==> src/rtl/tld_pkg.sv <==
package tld_pkg;

    // Default depth of the line store.
    localparam int LINE_DEPTH_DEF = 32;

    // Configuration port.
    localparam int CFG_IDX_W  = 3;
    localparam int CFG_DATA_W = 8;

    localparam logic [CFG_IDX_W-1:0] REG_LOCAL_MODES  = 3'd0;
    localparam logic [CFG_IDX_W-1:0] REG_INPUT_MODES  = 3'd1;
    localparam logic [CFG_IDX_W-1:0] REG_OUTPUT_MODES = 3'd2;
    localparam logic [CFG_IDX_W-1:0] REG_ERASE_CHAR   = 3'd3;
    localparam logic [CFG_IDX_W-1:0] REG_EOF_CHAR     = 3'd4;

    localparam logic [1:0] RST_LOCAL_MODES  = 2'd3;
    localparam logic [1:0] RST_INPUT_MODES  = 2'd2;
    localparam logic [2:0] RST_OUTPUT_MODES = 3'd3;
    localparam logic [7:0] RST_ERASE_CHAR   = 8'd127;
    localparam logic [7:0] RST_EOF_CHAR     = 8'd4;

    // Result kinds.
    localparam logic [1:0] KIND_READER  = 2'd0;
    localparam logic [1:0] KIND_DISPLAY = 2'd1;
    localparam logic [1:0] KIND_DROPPED = 2'd2;

    // Special characters.
    localparam logic [7:0] CH_ESC   = 8'd27;
    localparam logic [7:0] CH_CARET = 8'h5E;
    localparam logic [7:0] CH_BS    = 8'h08;
    localparam logic [7:0] CH_SPACE = 8'h20;
    localparam logic [7:0] CH_CR    = 8'h0D;
    localparam logic [7:0] CH_NL    = 8'h0A;

    typedef struct packed {
        logic [1:0] local_modes;
        logic [1:0] input_modes;
        logic [2:0] output_modes;
        logic [7:0] erase_char;
        logic [7:0] eof_char;
    } t_cfg;

    // Display bytes produced by output post-processing of one byte.
    typedef struct packed {
        logic       two;
        logic [7:0] first;
        logic [7:0] second;
    } t_disp;

    // What one input byte does: up to three immediate beats, an optional
    // store into the line, and an optional flush of the line afterwards.
    typedef struct packed {
        logic [2:0][7:0] data_q;
        logic [2:0][1:0] kind_q;
        logic [1:0]      count;
        logic            flush;
        logic            store;
        logic [7:0]      store_byte;
    } t_plan;

    typedef enum logic [1:0] {
        ST_IDLE,
        ST_DECODE,
        ST_EMIT,
        ST_FLUSH
    } t_state;

endpackage

==> src/rtl/tld_decode.sv <==
module tld_decode #(
    parameter int LINE_DEPTH = tld_pkg::LINE_DEPTH_DEF,
    localparam int CW = $clog2(LINE_DEPTH + 1)
) (
    input  tld_pkg::t_cfg  i_cfg,
    input  logic           i_action,
    input  logic [7:0]     i_data,
    input  logic [CW-1:0]  i_fill,
    output tld_pkg::t_plan o_plan,
    output logic [CW-1:0]  o_fill_next
);

    function automatic tld_pkg::t_disp disp_expand(input logic [7:0] d, input logic [2:0] om);
        tld_pkg::t_disp r;
        r.two    = 1'b0;
        r.first  = d;
        r.second = tld_pkg::CH_NL;
        if (om[0] && d == tld_pkg::CH_NL && om[1]) begin
            r.two   = 1'b1;
            r.first = tld_pkg::CH_CR;
        end else if (om[0] && d == tld_pkg::CH_CR && om[2]) begin
            r.first = tld_pkg::CH_NL;
        end
        return r;
    endfunction

    logic           w_echo;
    logic           w_did_tr;
    logic [7:0]     w_tr;
    logic [7:0]     w_st;
    logic           w_full;
    logic           w_empty;
    tld_pkg::t_disp w_disp_in;
    tld_pkg::t_disp w_disp_st;

    assign w_echo   = i_cfg.local_modes[1];
    assign w_did_tr = (i_data == tld_pkg::CH_NL && i_cfg.input_modes[0])
                   || (i_data == tld_pkg::CH_CR && i_cfg.input_modes[1]);
    assign w_tr     = (i_data == tld_pkg::CH_NL && i_cfg.input_modes[0]) ? tld_pkg::CH_CR :
                      (i_data == tld_pkg::CH_CR && i_cfg.input_modes[1]) ? tld_pkg::CH_NL :
                      i_data;
    assign w_st     = (w_tr == tld_pkg::CH_ESC) ? tld_pkg::CH_CARET : w_tr;
    assign w_full   = (i_fill >= CW'(LINE_DEPTH));
    assign w_empty  = (i_fill == '0);

    assign w_disp_in = disp_expand(i_data, i_cfg.output_modes);
    assign w_disp_st = disp_expand(w_st, i_cfg.output_modes);

    always_comb begin
        o_plan      = '0;
        o_fill_next = i_fill;
        if (i_action) begin
            // Program output goes to the display with post-processing.
            o_plan.data_q[0] = w_disp_in.first;
            o_plan.kind_q[0] = tld_pkg::KIND_DISPLAY;
            o_plan.data_q[1] = w_disp_in.second;
            o_plan.kind_q[1] = tld_pkg::KIND_DISPLAY;
            o_plan.count     = w_disp_in.two ? 2'd2 : 2'd1;
        end else if (!i_cfg.local_modes[0]) begin
            // Raw mode: the echo is not post-processed.
            if (w_echo) begin
                o_plan.data_q[0] = i_data;
                o_plan.kind_q[0] = tld_pkg::KIND_DISPLAY;
                o_plan.data_q[1] = i_data;
                o_plan.kind_q[1] = tld_pkg::KIND_READER;
                o_plan.count     = 2'd2;
            end else begin
                o_plan.data_q[0] = i_data;
                o_plan.kind_q[0] = tld_pkg::KIND_READER;
                o_plan.count     = 2'd1;
            end
        end else if (i_data == i_cfg.erase_char
                     || (i_data != i_cfg.eof_char && w_did_tr && w_tr == i_cfg.erase_char)) begin
            if (!w_empty) begin
                o_fill_next = i_fill - CW'(1);
                if (w_echo) begin
                    o_plan.data_q[0] = tld_pkg::CH_BS;
                    o_plan.data_q[1] = tld_pkg::CH_SPACE;
                    o_plan.data_q[2] = tld_pkg::CH_BS;
                    o_plan.kind_q[0] = tld_pkg::KIND_DISPLAY;
                    o_plan.kind_q[1] = tld_pkg::KIND_DISPLAY;
                    o_plan.kind_q[2] = tld_pkg::KIND_DISPLAY;
                    o_plan.count     = 2'd3;
                end
            end
        end else if (i_data == i_cfg.eof_char || (w_did_tr && w_tr == i_cfg.eof_char)) begin
            o_plan.flush = !w_empty;
        end else if (w_full) begin
            o_plan.data_q[0] = 8'd0;
            o_plan.kind_q[0] = tld_pkg::KIND_DROPPED;
            o_plan.count     = 2'd1;
        end else begin
            o_plan.store      = 1'b1;
            o_plan.store_byte = w_st;
            o_plan.flush      = (w_st == tld_pkg::CH_NL);
            o_fill_next       = i_fill + CW'(1);
            if (w_echo) begin
                o_plan.data_q[0] = w_disp_st.first;
                o_plan.kind_q[0] = tld_pkg::KIND_DISPLAY;
                o_plan.data_q[1] = w_disp_st.second;
                o_plan.kind_q[1] = tld_pkg::KIND_DISPLAY;
                o_plan.count     = w_disp_st.two ? 2'd2 : 2'd1;
            end
        end
    end

endmodule

==> src/rtl/terminal_line_discipline_top.sv <==
// Canonical-mode terminal line discipline. Each beat on the slave stream is
// one byte: tuser says whether it was typed at the terminal (0) or written by
// the program for display (1). Every result leaves on the master stream as one
// beat whose tuser gives the kind (reader, display, dropped) and whose tlast
// marks the final beat caused by that input byte; a byte that causes nothing
// (erase or end-of-file on an empty line) produces no beat at all. The block
// handles one byte at a time: a byte is accepted from idle, decoded in the
// next cycle, and its results then leave through a single output register at
// one beat per cycle while the receiver is ready. The line flush is the long
// path: it walks the line store one entry per cycle, again only while the
// receiver is ready, through its single registered read port. Configuration
// registers are written through the plain write port and should only change
// while the block is idle. The line store needs no clearing after reset,
// since only entries that were written since the last flush are ever read
// back.
module terminal_line_discipline_top #(
    parameter int LINE_DEPTH = tld_pkg::LINE_DEPTH_DEF
) (
    input  logic                            i_clk,
    input  logic                            i_rst_n,

    // Configuration write port.
    input  logic                            i_cfg_we,
    input  logic [tld_pkg::CFG_IDX_W-1:0]   i_cfg_index,
    input  logic [tld_pkg::CFG_DATA_W-1:0]  i_cfg_data,

    // Input bytes.
    input  logic                            s_axis_tvalid,
    output logic                            s_axis_tready,
    input  logic [7:0]                      s_axis_tdata,  // [7:0] data_byte
    input  logic                            s_axis_tuser,  // [0] action
    input  logic                            s_axis_tlast,  // write_end

    // Result beats.
    output logic                            m_axis_tvalid,
    input  logic                            m_axis_tready,
    output logic [7:0]                      m_axis_tdata,  // [7:0] out_byte
    output logic [1:0]                      m_axis_tuser,  // [1:0] kind
    output logic                            m_axis_tlast   // last
);

    // Fill counter holds 0..LINE_DEPTH; the store address needs one bit less
    // when the depth is a power of two.
    localparam int CW        = $clog2(LINE_DEPTH + 1);
    localparam int AW        = (LINE_DEPTH > 1) ? $clog2(LINE_DEPTH) : 1;
    localparam int MEM_DEPTH = 1 << AW;

    tld_pkg::t_state r_state, n_state;
    tld_pkg::t_cfg   r_cfg;
    tld_pkg::t_plan  r_plan;
    tld_pkg::t_plan  w_plan;

    logic            r_in_action;
    logic [7:0]      r_in_data;
    logic [1:0]      r_pos, n_pos;
    logic [CW-1:0]   r_fill, n_fill;
    logic [CW-1:0]   w_fill_next;
    logic [CW-1:0]   r_idx, n_idx;
    logic [7:0]      r_mem [MEM_DEPTH];
    logic [7:0]      r_rd_data;

    logic            r_out_valid;
    logic [7:0]      r_out_data;
    logic [1:0]      r_out_kind;
    logic            r_out_last;

    logic            w_out_free;
    logic            w_flush_end;
    logic            w_load;
    logic [7:0]      w_load_data;
    logic [1:0]      w_load_kind;
    logic            w_load_last;

    // Decoding of one byte into its plan is kept in its own unit.
    tld_decode #(
        .LINE_DEPTH (LINE_DEPTH)
    ) u_decode (
        .i_cfg       (r_cfg),
        .i_action    (r_in_action),
        .i_data      (r_in_data),
        .i_fill      (r_fill),
        .o_plan      (w_plan),
        .o_fill_next (w_fill_next)
    );

    assign s_axis_tready = (r_state == tld_pkg::ST_IDLE);
    assign m_axis_tvalid = r_out_valid;
    assign m_axis_tdata  = r_out_data;
    assign m_axis_tuser  = r_out_kind;
    assign m_axis_tlast  = r_out_last;

    // The output register may take a new beat when empty or being drained.
    assign w_out_free  = !r_out_valid || m_axis_tready;
    assign w_flush_end = ((r_idx + CW'(1)) == r_fill);

    // Next-state logic.
    always_comb begin
        n_state = r_state;
        case (r_state)
            tld_pkg::ST_IDLE: begin
                if (s_axis_tvalid) begin
                    n_state = tld_pkg::ST_DECODE;
                end
            end
            tld_pkg::ST_DECODE: begin
                n_state = tld_pkg::ST_EMIT;
            end
            tld_pkg::ST_EMIT: begin
                if (r_pos == r_plan.count) begin
                    n_state = r_plan.flush ? tld_pkg::ST_FLUSH : tld_pkg::ST_IDLE;
                end
            end
            tld_pkg::ST_FLUSH: begin
                if (w_out_free && w_flush_end) begin
                    n_state = tld_pkg::ST_IDLE;
                end
            end
            default: begin
                n_state = tld_pkg::ST_IDLE;
            end
        endcase
    end

    // Sequencer outputs. During the flush the read address runs one step
    // ahead, so the registered read data always holds the entry at r_idx.
    always_comb begin
        w_load      = 1'b0;
        w_load_data = r_rd_data;
        w_load_kind = tld_pkg::KIND_READER;
        w_load_last = 1'b0;
        n_pos       = r_pos;
        n_idx       = '0;
        n_fill      = r_fill;
        case (r_state)
            tld_pkg::ST_IDLE: begin
            end
            tld_pkg::ST_DECODE: begin
                n_pos  = 2'd0;
                n_fill = w_fill_next;
            end
            tld_pkg::ST_EMIT: begin
                if (r_pos != r_plan.count && w_out_free) begin
                    w_load      = 1'b1;
                    w_load_data = r_plan.data_q[r_pos];
                    w_load_kind = r_plan.kind_q[r_pos];
                    w_load_last = (r_pos == r_plan.count - 2'd1) && !r_plan.flush;
                    n_pos       = r_pos + 2'd1;
                end
            end
            tld_pkg::ST_FLUSH: begin
                n_idx = r_idx;
                if (w_out_free) begin
                    w_load      = 1'b1;
                    w_load_last = w_flush_end;
                    n_idx       = r_idx + CW'(1);
                    if (w_flush_end) begin
                        n_fill = '0;
                    end
                end
            end
            default: begin
            end
        endcase
    end

    // Control registers.
    always_ff @(posedge i_clk) begin
        if (!i_rst_n) begin
            r_state     <= tld_pkg::ST_IDLE;
            r_pos       <= 2'd0;
            r_fill      <= '0;
            r_idx       <= '0;
            r_out_valid <= 1'b0;
        end else begin
            r_state <= n_state;
            r_pos   <= n_pos;
            r_fill  <= n_fill;
            r_idx   <= n_idx;
            if (w_load) begin
                r_out_valid <= 1'b1;
            end else if (m_axis_tready) begin
                r_out_valid <= 1'b0;
            end
        end
    end

    // Configuration registers.
    always_ff @(posedge i_clk) begin
        if (!i_rst_n) begin
            r_cfg.local_modes  <= tld_pkg::RST_LOCAL_MODES;
            r_cfg.input_modes  <= tld_pkg::RST_INPUT_MODES;
            r_cfg.output_modes <= tld_pkg::RST_OUTPUT_MODES;
            r_cfg.erase_char   <= tld_pkg::RST_ERASE_CHAR;
            r_cfg.eof_char     <= tld_pkg::RST_EOF_CHAR;
        end else if (i_cfg_we) begin
            case (i_cfg_index)
                tld_pkg::REG_LOCAL_MODES:  r_cfg.local_modes  <= i_cfg_data[1:0];
                tld_pkg::REG_INPUT_MODES:  r_cfg.input_modes  <= i_cfg_data[1:0];
                tld_pkg::REG_OUTPUT_MODES: r_cfg.output_modes <= i_cfg_data[2:0];
                tld_pkg::REG_ERASE_CHAR:   r_cfg.erase_char   <= i_cfg_data;
                tld_pkg::REG_EOF_CHAR:     r_cfg.eof_char     <= i_cfg_data;
                default: begin
                end
            endcase
        end
    end

    // Payload registers: input capture, decoded plan and the output beat.
    always_ff @(posedge i_clk) begin
        if (s_axis_tvalid && s_axis_tready) begin
            r_in_action <= s_axis_tuser;
            r_in_data   <= s_axis_tdata;
        end
        if (r_state == tld_pkg::ST_DECODE) begin
            r_plan <= w_plan;
        end
        if (w_load) begin
            r_out_data <= w_load_data;
            r_out_kind <= w_load_kind;
            r_out_last <= w_load_last;
        end
    end

    // Line store: one write port in the decode cycle, one registered read.
    // The store never happens in the same cycle as the first flush read.
    always_ff @(posedge i_clk) begin
        if (r_state == tld_pkg::ST_DECODE && w_plan.store) begin
            r_mem[r_fill[AW-1:0]] <= w_plan.store_byte;
        end
        r_rd_data <= r_mem[n_idx[AW-1:0]];
    end

endmodule

==> config.mk <==
export PLATFORM = sky130hd
export DESIGN_NAME = terminal_line_discipline_top
export DESIGN_NICKNAME = d
export VERILOG_FILES = /design/src/rtl/tld_pkg.sv /design/src/rtl/tld_decode.sv /design/src/rtl/terminal_line_discipline_top.sv
export SDC_FILE = /design/constraint.sdc
export NUM_CORES = 1
export LEC_CHECK = 0
export BUFFER_PORTS_ARGS = -buffer_cell sky130_fd_sc_hd__buf_2
export CAP_MARGIN = 20
export CORE_MARGIN = 2
export CORE_UTILIZATION = 25
export CTS_BUF_LIST = sky130_fd_sc_hd__clkbuf_4
export CTS_CLUSTER_DIAMETER = 120
export DETAILED_ROUTE_END_ITERATION = 7
export GPL_TIMING_DRIVEN = 0
export SYNTH_ARGS = -nofsm -noshare
export SYNTH_HDL_FRONTEND = slang
export SYNTH_SLANG_ARGS = --single-unit
==> constraint.sdc <==
create_clock -name i_clk -period 6.65 [get_ports i_clk]
set_input_delay 0.665 -clock i_clk [delete_from_list [all_inputs] [get_ports i_clk]]
set_output_delay 0.665 -clock i_clk [all_outputs]
set_load 0.03 [all_outputs]
==> run_results.csv <==
group,metric,value,unit
run_status,status,"finished, final reports clean",
power,p_int,3.46,mW
drt,initialDrtViolationCount,1063,
drt,vias,10900,
floorplanning,fp.dieH,250,um
sta,period_needed,5.20,ns
floorplanning,rows,90,
setup_path,cp_top_family,"simple AND/OR/NAND/NOR gates",
power,p_clk_share,40.3,%
synth,yosys_warnings,0,
final_layout,ff_latch_area,0.00994,mm2
final_layout,multi_input_area,0.00483,mm2
drt,wl,42200,um
sta,skew,0.0514,ns
synth,synth_edf_count,299,
floorplanning,pin_count,39,
power,p_leak,5.93,nW
global_routing,grtUsageTotal,13.3,%
global_routing,grt_pass1_vias,10700,
setup_path,start_kind,"flip-flop",
synth,yosys-top-cells-count,"edfxtp_1, nand2_1, clkbuf_1",
global_routing,antenna_found_initial,1,
setup_path,crit_required,7.04,ns
setup_path,crit_path_end_kind,"flip-flop",
cts,insertion_delay,0.77,ns
setup_path,crit_fanout,32,
final_layout,area_growth,16.5,%
cts,htreeDepth,3,
power,max-vdd-ir-drop,0.112,mV
placed_design,dpl_worst_slack,1.56,ns
synth,yosysSeqAreaShare,65.7,%
placed_design,dpl-instance-area,0.0165,mm2
setup_path,rrSetupSlack,1.45,ns
cts,post_cts_buffers,0,
final_layout,fin_area,0.0176,mm2
setup_path,critical_path_buf_inv_count,2,
drt,drc_errors,0,
placed_design,place.gp.congestion,0.932,
sta,setup_viol,0,
sta,rsz0062_at_grt,"false",
power,swShare,23.0,%
synth,synth_nets,1252,
placed_design,numPortBuffers,37,
sta,fmax,192,MHz
setup_path,crit_path_top_delay_cell,"nor2_4",
setup_path,cp_slowest_stage_delay,0.88,ns
sta,slew_viol_final,0,
sta,fin_crit_sh,78.3,%
sta,worst_pin_slew,0.989,ns
cts,cts-root-buf,"clkbuf_4",
drt,avgViaCountPerCell,4.98,
setup_path,path_common_cell,"buf_2",
power,combPwrFrac,5.8,%
drt,avgRoutedWirePerCell,19.2,um
power,p_per_area,255,mW/mm2
sta,fin_setup_tns,0,ns
synth,async_reset_ff_share,0,%
sta,hold_viol,0,
global_routing,grt_pass1_wl,63500,um
placed_design,dpl.hpwl,28900,um
cts,numCtsBuffers,88,
setup_path,cp_cell_sequence,"or4b_1 -> buf_2 -> nor2_1 -> mux2i_1 -> a311oi_1 -> or2_2 -> buf_2 -> nor3_1 -> nand2_1 -> nor2_4",
cts,clockBufferDepth,3,
power,switchingPower,1.03,mW
floorplanning,fp.dieW,250,um
drt,antenna_left,0,
synth,yosys.area.top_type,"edfxtp_1",
final_layout,fillers,6190,
min_path,worstHoldPathType,"primary input to flip-flop",
floorplanning,core_area,0.0601,mm2
synth,synth_top_cell_area_share,59.4,%
cts,cts_tree,"built",
setup_path,crit_arrival,5.59,ns
drt,dr.pass1.iters,5,
synth,syn-mean-instance-area,12.4,um2
final_layout,drive_above_1_share,15.1,%
floorplanning,initial_utilization,25.2,%
synth,ys.flop_type,"edfxtp_1",
synth,ys_types,72,
cts,ctsHoldBuffers,0,
final_layout,final_util,29.3,%
cts,cts-resized-gates,0,
sta,fin_ws,1.45,ns
synth,synth_seq_cells,347,
synth,synth_area_leaders,"edfxtp_1, dfxtp_1, nand2_1, a311oi_1, a211oi_1",
final_layout,final_nets,1386,
floorplanning,die_area,0.0625,mm2
job,drv_cap,0,
setup_path,critPathKind,"flip-flop to flip-flop",
synth,yosys.cell_count.top_type,"edfxtp_1",
global_routing,grt_remaining_overflow,0,
cts,cts.sinks,347,
synth,synthCells,1220,
global_routing,grt_max_degree,33,
cts,clkSlewWorstSetupHoldPaths,0.07,ns
synth,synth_area,0.0151,mm2
sta,timing.slew.headroom,33.9,%
power,p_seq_share,53.9,%
==> worst register-to-register path, delay by kind of cell, from the launching register on <==
kind,cells,cell delay [ns]
buf+inv,2,0.41
mux,1,0.25
simple gates,6,3.38
flops,1,0.57
compound gates,1,0.20
==> registers in the layout, summed over array words and instances (netlist names), 6 cells and up <==
name	flops
r_cfg	23
r_fill	6
r_mem	256
r_plan	23
r_in_data	8
r_rd_data	8
m_axis_tdata	8
r_idx	6
==> cell families after synthesis <==
kind of cell / Yosys count / synth area share (%)
AOI/OAI and AO/OA: 238 / 12.2
xor gates and xnor gates: 39 / 2.26
adders and majority gates: 6 / 0.546
buffers and inverters: 107 / 2.70
DFF: 347 / 65.7
muxes: 19 / 1.27
and+or+nand+nor: 464 / 15.3
==> power groups by stage <==
stage          registers (mW)  clock network [mW]  logic (mW)
4_1_cts                  2.42                1.85       0.261
2_1_floorplan            2.47                   0       0.136
3_5_place_dp             2.47                   0       0.260
6_report                 2.42                1.81       0.262
3_3_place_gp             2.47                   0       0.234
5_1_grt                  2.42                1.95       0.283
==> metal layers <==
metal	global-route usage (%)	up-vias	share of wire, %
met5	0	-	0
met4	5.66	0	3.1
met3	3.26	98	8.1
met2	21.6	483	48
met1	16.8	5330	41
li1	-	5000	-
==> through the flow <==
| stage | hold WS (ns) | std cells | power [mW] |
|---|---|---|---|
| 3_3_place_gp | 0.464 | 2039 | 2.70 |
| 6_report | 0.0806 | 2191 | 4.49 |
| 2_1_floorplan | 0.442 | 1220 | 2.61 |
| 5_1_grt | 0.00825 | 2191 | 4.65 |
| 4_1_cts | 0.0195 | 2188 | 4.53 |
| 3_5_place_dp | 0.471 | 2045 | 2.73 |
==> path summary, 6_finish.rpt <==
check / to / cells after the start / startpoint
worst min-delay path: r_in_action / 1 / s_axis_tuser
worst min register to register: r_cfg[5] / 2 / r_cfg[5]
worst max register to register: r_mem[11][6] / 10 / r_in_data[5]
worst max-delay path: r_mem[11][6] / 10 / r_in_data[5]
==> final cells by class <==
cell class              count  area share [%]
inverters                  17           0.362
diodes                      2          0.0284
clock buffers             125            5.33
repair buffers             44            1.99
clock inverters            18           0.930
well taps                 782            5.55
flip-flops and latches    347            56.4
plain buffers              90            1.95
multi-input cells         766            27.4
==> placed cells by master, fill, tap and decap left out, types with 10 or more instances in the layout <==
cell        n
clkinv_1   10
and3_1     72
edfxtp_1  299
inv_1      16
dfxtp_1    48
or3_1      11
a211oi_1   64
and2_1     12
nand2_1   199
nor3_1     27
a21oi_1    22
o31ai_1    18
xnor2_1    25
mux2i_1    17
nand3_1    20
buf_2      42
nor2_1     59
a311oi_1   66
clkbuf_4  125
o21ai_0    14
xor2_1     14
clkbuf_1   76
Power figures use the tool's default switching activity.
